### src/design/isepq_pkg.sv
package isepq_pkg;

    localparam int MODE_W = 3;

    typedef enum logic [2:0] {
        MODE_SUBMIT     = 3'd0,
        MODE_TAKE       = 3'd1,
        MODE_ATTACH     = 3'd2,
        MODE_NEUTRALIZE = 3'd3,
        MODE_DETACH     = 3'd4,
        MODE_RECONNECT  = 3'd5
    } mode_t;

    localparam logic [1:0] KIND_STATE   = 2'd0;
    localparam logic [1:0] KIND_NEUTRAL = 2'd1;
    localparam logic [1:0] KIND_ATTACH  = 2'd2;
    localparam logic [1:0] KIND_DETACH  = 2'd3;

    localparam logic [1:0] CFG_CONTROL_LIMIT = 2'd0;
    localparam logic [1:0] CFG_EDGE_LIMIT    = 2'd1;
    localparam logic [1:0] CFG_EDGE_LIFETIME = 2'd2;

    typedef struct packed {
        logic [2:0]  mode;
        logic [31:0] now;
        logic [15:0] pad_buttons;
        logic [31:0] trigger_word;
        logic [63:0] stick_word;
    } in_req_t;

    typedef struct packed {
        logic        accepted;
        logic        item_valid;
        logic [1:0]  item_kind;
        logic [15:0] out_buttons;
        logic [31:0] out_triggers;
        logic [63:0] out_sticks;
        logic [31:0] drop_total;
        logic [4:0]  edges_waiting;
    } out_req_t;

    typedef enum logic [2:0] {
        ST_IDLE,
        ST_PURGE,
        ST_EXEC,
        ST_SHIFT,
        ST_DONE
    } state_t;

    // Commands from the controller to the datapath.
    typedef struct packed {
        logic load;       // capture the request
        logic purge_pop;  // drop the head edge during the purge
        logic exec;       // carry out the request's main action
        logic shift;      // one step of a pending edge shift
    } cmd_t;

    // Status from the datapath to the controller.
    typedef struct packed {
        logic needs_purge;  // request is submit, or take with empty control FIFO
        logic head_expired; // edge FIFO non-empty and head expired
        logic shift_busy;   // edge shift still in progress
    } status_t;

endpackage

### src/design/isepq_ctrl.sv
module isepq_ctrl
    import isepq_pkg::*;
(
    input  logic    clk,
    input  logic    rst_n,
    input  logic    in_valid,
    output logic    in_stall,
    output logic    out_valid,
    input  logic    out_stall,
    input  status_t status,
    output cmd_t    cmd
);

    state_t state_reg, state_next;

    always_ff @(posedge clk or negedge rst_n)
    begin
        if (!rst_n)
        begin
            state_reg <= ST_IDLE;
        end
        else
        begin
            state_reg <= state_next;
        end
    end

    always_comb
    begin
        state_next = state_reg;
        cmd        = '0;
        in_stall   = 1'b1;
        out_valid  = 1'b0;
        case (state_reg)
            ST_IDLE:
            begin
                in_stall = 1'b0;
                if (in_valid)
                begin
                    cmd.load   = 1'b1;
                    state_next = ST_PURGE;
                end
            end
            ST_PURGE:
            begin
                // When needed, expired head edges are removed one step at a time.
                if (status.shift_busy)
                begin
                    cmd.shift = 1'b1;
                end
                else if (status.needs_purge && status.head_expired)
                begin
                    cmd.purge_pop = 1'b1;
                end
                else
                begin
                    state_next = ST_EXEC;
                end
            end
            ST_EXEC:
            begin
                cmd.exec   = 1'b1;
                state_next = ST_SHIFT;
            end
            ST_SHIFT:
            begin
                if (status.shift_busy)
                begin
                    cmd.shift = 1'b1;
                end
                else
                begin
                    state_next = ST_DONE;
                end
            end
            ST_DONE:
            begin
                out_valid = 1'b1;
                if (!out_stall)
                begin
                    state_next = ST_IDLE;
                end
            end
            default:
            begin
                state_next = ST_IDLE;
            end
        endcase
    end

endmodule

### config.mk
export PLATFORM = sky130hd
export DESIGN_NAME = isepq_ctrl
export DESIGN_NICKNAME = d
export VERILOG_FILES = /design/src/design/isepq_pkg.sv /design/src/design/isepq_ctrl.sv
export SDC_FILE = /design/constraint.sdc
export NUM_CORES = 1
export LEC_CHECK = 0
export ABC_AREA = 1
export BUFFER_PORTS_ARGS = -buffer_cell sky130_fd_sc_hd__buf_2
export CAP_MARGIN = 10
export CORE_AREA = 2 2 39 41
export DETAILED_ROUTE_END_ITERATION = 10
export DIE_AREA = 0 0 41 43
export GPL_ROUTABILITY_DRIVEN = 0
export HOLD_SLACK_MARGIN = 0.02
export SYNTH_ARGS = -nofsm -noshare
export SYNTH_HDL_FRONTEND = slang
export SYNTH_SLANG_ARGS = --single-unit
### constraint.sdc
create_clock -name clk -period 0.9 [get_ports clk]
set_input_delay 0 -clock clk [delete_from_list [all_inputs] [get_ports clk]]
set_output_delay 0 -clock clk [all_outputs]
set_load 0.01 [all_outputs]
==> reports/metrics.cfg, run 1 <==
[grt]
grt_first_pass_wirelength_um=945
global_route.usage.total=0.0864
initial_antenna_violation_count=0
global_route.overflow_total=0
first_global_vias=265
grt_start_max_net_pins=6

[setup_path]
worstPathRequired_ns=0.90
crit_path_cells=inv_2, nand3_2, nor3_2, buf_2
worst_setup_path_startpoint=state_reg[2]$_DFFE_PN0P_
timing.rr.start=state_reg[2]$_DFFE_PN0P_
path_type_of_the_worst_setup_path=register to output pin
crit_path_end_kind=output pin
timing.critical_path.max_delay_family=flip-flops
worst-endpoint-arrival_ns=1.11
slowest_delay_ns=0.42
path_max_fanout=4
worstSetupStartpointType=register
critical_path.slowest_cell=sky130_fd_sc_hd__dfrtp_1
critical_path_buf_inv_count=2

[routing]
detail_route.first_pass.iterations=4
num_vias=273
dr.first_iter.drc_count=1
routed_via_density=3.85
routed_length_per_instance_um=8.25
ant_nets=0
drt_drc_violations_left=0
finalWirelength_um=586

[sta]
slew-limit-headroom=0.877
tightestPinTransition_ns=0.185
period_share=1.23
setup_ws_ns=-0.207
setup_violations=9
timing.final.crit_period_ns=1.11
clock-skew-final_ns=0.00502
finalSetupTns_ns=-1.48
achievable-frequency_ghz=0.903
maxSlewViolCount=0
finalHoldViolations=0
rsz0062_at_grt=yes

[finish]
fin_util=0.308
fin_nets=63
commonest_cells_after_routing_fill_and_taps_aside=sky130_fd_sc_hd__buf_2, sky130_fd_sc_hd__nand2_1, sky130_fd_sc_hd__nor2_1
number_of_diodes=0
flow.area_growth_from_synthesis_pct=93.8
max_ffs_per_register=3
area.sequential_um2=76.3
final.fill_count=152
fin_area_um2=427
drive_gt1_frac=0.618
final_common_cell=sky130_fd_sc_hd__buf_2
multiInputGateArea_um2=154

[cts]
cts_num_sinks=3
clk_transition_reported_paths_ns=0.04
htree_levels=1
cts.root.buffer_cell=sky130_fd_sc_hd__clkbuf_4
clock_buffers_created_by_tritoncts=3
clkLatencyLatePin_ns=0.24
maximum_buffer_depth_of_the_clock_tree=2
cts_tree=built

[placement]
dpl-instance-area_um2=330
io_buf_count=12
placement.setup.worst_slack_ns=-0.128
hpwlAfterDp_um=429

[synth]
syn-mean-instance-area_um2=6.88
ys.warnings.count=0
synthDominantCellAreaShare=0.341
synth_largest_area_cell=sky130_fd_sc_hd__dfrtp_1
yosys_register_bits=3
post_synth_main_area_contributors=sky130_fd_sc_hd__dfrtp_1, sky130_fd_sc_hd__nand2_1, sky130_fd_sc_hd__nand3_1
synth.yosys.seq_area_share=0.341
syn_nets=39
synth.distinct_cells=12
synth.cell_area_um2=220
synth_cells=32

[run]
maxCapViolations=0

[worst_hold_path]
worstHoldPathType=primary input to register
min_from=out_stall

[floorplanning]
die_height_um=43
core_region_area_um2=1380
placement_row_count=14
design.die.area_um2=1760
floorplan.initialDensity=0.159
floorplan.io_pins=13
die_width_um=41

[status]
failed_checks=setup timing
status=complete, but fails checks

[pwr]
total_leakage_power_nw=0.222
totalPowerFinal_mw=1.45
vdd_ir_drop_max_v=0.00111
cellPowerDensity_nw_per_um2=3400

path summary, 6_finish.rpt:
| path | to | depth (start not counted) | slack, ns |
|---|---|---|---|
| setup / recovery | cmd[2] | 4 | -0.21 |
| hold / removal | state_reg[2]$_DFFE_PN0P_ | 3 | 0.07 |
| setup reg to reg | state_reg[1]$_DFFE_PN0P_ | 6 | -0.17 |
| hold reg to reg | state_reg[2]$_DFFE_PN0P_ | 3 | 0.63 |
| max in group asynchronous | state_reg[0]$_DFFE_PN0P_ | 2 | 0.70 |
| min in group asynchronous | state_reg[2]$_DFFE_PN0P_ | 2 | 0.08 |
where the power goes:
group | switching, mW | internal [mW] | total (mW) | leakage [nW]
Combinational | 0.445 | 0.454 | 0.899 | 0.170
Clock | 0.0817 | 0.167 | 0.249 | 0.0150
Sequential | 0.0974 | 0.206 | 0.303 | 0.0367
Total | 0.624 | 0.827 | 1.45 | 0.222
worst register-to-register path: stages, from the launching register on:
cell and delay (ns):
sky130_fd_sc_hd__dfrtp_1 0.42, sky130_fd_sc_hd__inv_2 0.10, sky130_fd_sc_hd__nand3_2 0.10, sky130_fd_sc_hd__buf_4 0.15, sky130_fd_sc_hd__o21ai_1 0.09, sky130_fd_sc_hd__nand3_2 0.08, sky130_fd_sc_hd__nand2_1 0.06
area by class of cell:
type / count / area share
sequential: 3 / 0.179
inverter: 5 / 0.0440
timing repair buffer: 19 / 0.308
clock buffer: 4 / 0.0616
multi-input combinational: 24 / 0.361
tap: 16 / 0.0469
logic make-up after synthesis:
kind of cell           after synthesis  synth area share
and+or+nand+nor                     22             0.528
buffers and inverters                5            0.0852
DFF                                  3             0.341
AOI/OAI and AO/OA                    2            0.0455
per-layer routing:
metal,global-route usage,up-vias,wire length (µm)
li1,-,147,-
met1,0.0935,114,245
met2,0.109,10,288
met3,0.0366,2,40
met4,0.100,0,11
met5,0,-,0
synth_stat cells (all sizes together):
library cell / n
nand2: 7
nor2: 7
inv: 5
nand3: 5
dfrtp: 3
nor3: 2
o21ai: 2
and3: 1
metrics by stage:
stage               std cells  hold slack (ns)
finish                     71           0.0686
global route               71            0.102
detailed placement         64           -0.203
CTS                        71           0.0432
floorplan                  32           -0.296
global placement           64           -0.202
what timing repair did:
action | 4_1_cts | 5_1_grt
buffers inserted | 1 | 0
setup endpoints to repair | 9 | 9
resized for setup | 5 | 5
pin swaps | 0 | 1
hold endpoints to repair | 4 | 0
hold buffers | 2 | 0
Note: power is estimated with default switching activity, not from simulation.
==> run 2: changes to the inputs <==
==> constraint.sdc (replaced) <==
create_clock -name clk -period 0.9 [get_ports clk]
set_input_delay 0.09 -clock clk [delete_from_list [all_inputs] [get_ports clk]]
set_output_delay 0.09 -clock clk [all_outputs]
set_load 0.01 [all_outputs]
==> run 2 against run 1 <==
The run still ends with setup timing left. Core utilization down 0.90 points. Count of clock-buffer cells in the layout unchanged. Clock power about the same.
==> reports/metrics.cfg, run 2 (synthesis results as in run 1) <==
[status]
status=complete, but fails checks  ; unchanged
failed_checks=setup timing  ; unchanged

[finish]
max_ffs_per_register=3  ; unchanged
drive_gt1_frac=0.685  ; was 0.618
fin_nets=62  ; was 63
final_common_cell=sky130_fd_sc_hd__buf_2  ; unchanged
commonest_cells_after_routing_fill_and_taps_aside=sky130_fd_sc_hd__buf_2, sky130_fd_sc_hd__nand2_1, sky130_fd_sc_hd__inv_2, sky130_fd_sc_hd__buf_4  ; was sky130_fd_sc_hd__buf_2, sky130_fd_sc_hd__nand2_1, sky130_fd_sc_hd__nor2_1
fin_area_um2=414  ; was 427 µm²
number_of_diodes=0  ; unchanged
flow.area_growth_from_synthesis_pct=88.1  ; was 93.8%

[grt]
initial_antenna_violation_count=0  ; unchanged
first_global_vias=263  ; was 265
grt_first_pass_wirelength_um=855  ; was 945 µm
grt_start_max_net_pins=7  ; was 6
global_route.overflow_total=0  ; unchanged
global_route.usage.total=0.0774  ; was 0.0864

[routing]
num_vias=284  ; was 273
met2_length_um=300  ; was 288 µm
dr.first_iter.drc_count=2  ; was 1
ant_nets=0  ; unchanged
routed_length_per_instance_um=8.39  ; was 8.25 µm
met1_length_um=227  ; was 245 µm
finalWirelength_um=587  ; was 586 µm
routed_via_density=4.06  ; was 3.85
detail_route.first_pass.iterations=4  ; unchanged
met3_length_um=35  ; was 40 µm
top_signal_layer_used=met4  ; unchanged
drt_drc_violations_left=0  ; unchanged

[sta]
rsz0062_at_grt=yes  ; unchanged
tightestPinTransition_ns=0.171  ; was 0.185 ns
slew-limit-headroom=0.885  ; was 0.877
maxSlewViolCount=0  ; unchanged
setup_violations=9  ; unchanged
achievable-frequency_ghz=0.828  ; was 0.903 GHz
period_share=1.34  ; was 1.23
setup_ws_ns=-0.308  ; was -0.207 ns
clock-skew-final_ns=0.00390  ; was 0.00502 ns
finalHoldViolations=0  ; unchanged
timing.final.crit_period_ns=1.21  ; was 1.11 ns

[setup_path]
worstPathRequired_ns=0.81  ; was 0.90 ns
crit_path_end_kind=output pin  ; unchanged
worst_setup_path_startpoint=state_reg[2]$_DFFE_PN0P_  ; unchanged
worst-endpoint-arrival_ns=1.12  ; was 1.11 ns
path_max_fanout=4  ; unchanged
path_type_of_the_worst_setup_path=register to output pin  ; unchanged
timing.rr.start=state_reg[0]$_DFFE_PN0P_  ; was state_reg[2]$_DFFE_PN0P_
worstSetupStartpointType=register  ; unchanged

[placement]
hpwlAfterDp_um=426  ; was 429 µm
placement.setup.worst_slack_ns=-0.138  ; was -0.128 ns
dpl-instance-area_um2=318  ; was 330 µm²
io_buf_count=12  ; unchanged

[cts]
cts_tree=built  ; unchanged
cts_num_sinks=3  ; unchanged
maximum_buffer_depth_of_the_clock_tree=2  ; unchanged
clk_transition_reported_paths_ns=0.04  ; about the same
clock_buffers_created_by_tritoncts=3  ; unchanged
cts.root.buffer_cell=sky130_fd_sc_hd__clkbuf_4  ; unchanged
htree_levels=1  ; unchanged
clkLatencyLatePin_ns=0.24  ; about the same

[floorplanning]
floorplan.io_pins=13  ; unchanged
core_region_area_um2=1380  ; unchanged
die_width_um=41  ; unchanged
placement_row_count=14  ; unchanged
die_height_um=43  ; unchanged
design.die.area_um2=1760  ; unchanged
floorplan.initialDensity=0.159  ; unchanged

[pwr]
total_leakage_power_nw=0.213  ; was 0.222 nW
comb_power_share=0.614  ; was 0.620
p_seq_frac=0.215  ; was 0.209
pwr-share-clk=0.171  ; about the same
netSwitchingFraction=0.439  ; was 0.430
cellPowerDensity_nw_per_um2=3480  ; was 3400 nW/µm²
vdd_ir_drop_max_v=0.00107  ; was 0.00111 V
p_int_mw=0.810  ; was 0.827 mW
p_sw_mw=0.633  ; was 0.624 mW

[worst_hold_path]
worstHoldPathType=primary input to register  ; unchanged
min_from=status[0]  ; was out_stall

[run]
maxCapViolations=0  ; unchanged

==> run 2: worst max-delay path, stage by stage, from the launching register on <==
cell and delay, ns:
sky130_fd_sc_hd__dfrtp_2 0.43, sky130_fd_sc_hd__inv_2 0.09, sky130_fd_sc_hd__nand3_2 0.11, sky130_fd_sc_hd__nor3_2 0.11, sky130_fd_sc_hd__buf_2 0.15
==> run 2: final cells by class <==
class | count | area (µm²)
fill | 155 | 970
tap | 16 | 20.0
timing repair buffer | 18 | 118
clock buffer | 4 | 26.3
multi-input combinational | 24 | 154
inverter | 5 | 18.8
sequential | 3 | 77.6
==> run 2: per-layer routing <==
layer / vias up / global-route usage
li1: 146 / -
met2: 10 / 0.0938
met3: 4 / 0.0209
met4: 0 / 0.113
met5: - / 0
met1: 124 / 0.0839
==> run 2: path summary, 6_finish.rpt <==
check / to / slack, ns / cells past startpoint
worst min register to register: state_reg[2]$_DFFE_PN0P_ / 0.63 / 3
worst max register to register: state_reg[1]$_DFFE_PN0P_ / -0.23 / 6
worst min-delay path: state_reg[1]$_DFFE_PN0P_ / 0.11 / 3
min in group asynchronous: state_reg[2]$_DFFE_PN0P_ / 0.18 / 2
max in group asynchronous: state_reg[0]$_DFFE_PN0P_ / 0.60 / 2
worst max-delay path: cmd[2] / -0.31 / 4
==> run 2: power groups by stage <==
| stage | Clock (mW) | Sequential, mW | Combinational [mW] |
|---|---|---|---|
| after detailed placement | 0 | 0.290 | 0.663 |
| after CTS | 0.254 | 0.294 | 0.766 |
| after global routing | 0.269 | 0.319 | 0.976 |
| after global placement | 0 | 0.286 | 0.658 |
| final | 0.246 | 0.310 | 0.886 |
| after floorplan | 0 | 0.277 | 0.450 |
==> run 2: repair_timing <==
action | 4_1_cts | 5_1_grt
gates resized for setup | 5 | 6
endpoints found under the hold margin | 3 | 0
hold buffers | 1 | 0
pin swaps | 3 | 2
buffers inserted | 1 | 2
endpoints found under the setup margin | 9 | 9
==> run 2: stage by stage <==
step / std cells / hold slack, ns / utilization / power (mW) / setup TNS (ns)
after detailed placement: 62 / -0.112 / 0.230 / 0.953 / -0.547
after global placement: 62 / -0.113 / 0.230 / 0.944 / -0.518
final: 70 / 0.111 / 0.299 / 1.44 / -2.19
after floorplan: 32 / -0.206 / - / 0.727 / -0.137
after global routing: 70 / 0.126 / 0.299 / 1.56 / -2.64
after CTS: 68 / 0.102 / 0.277 / 1.31 / -2.15
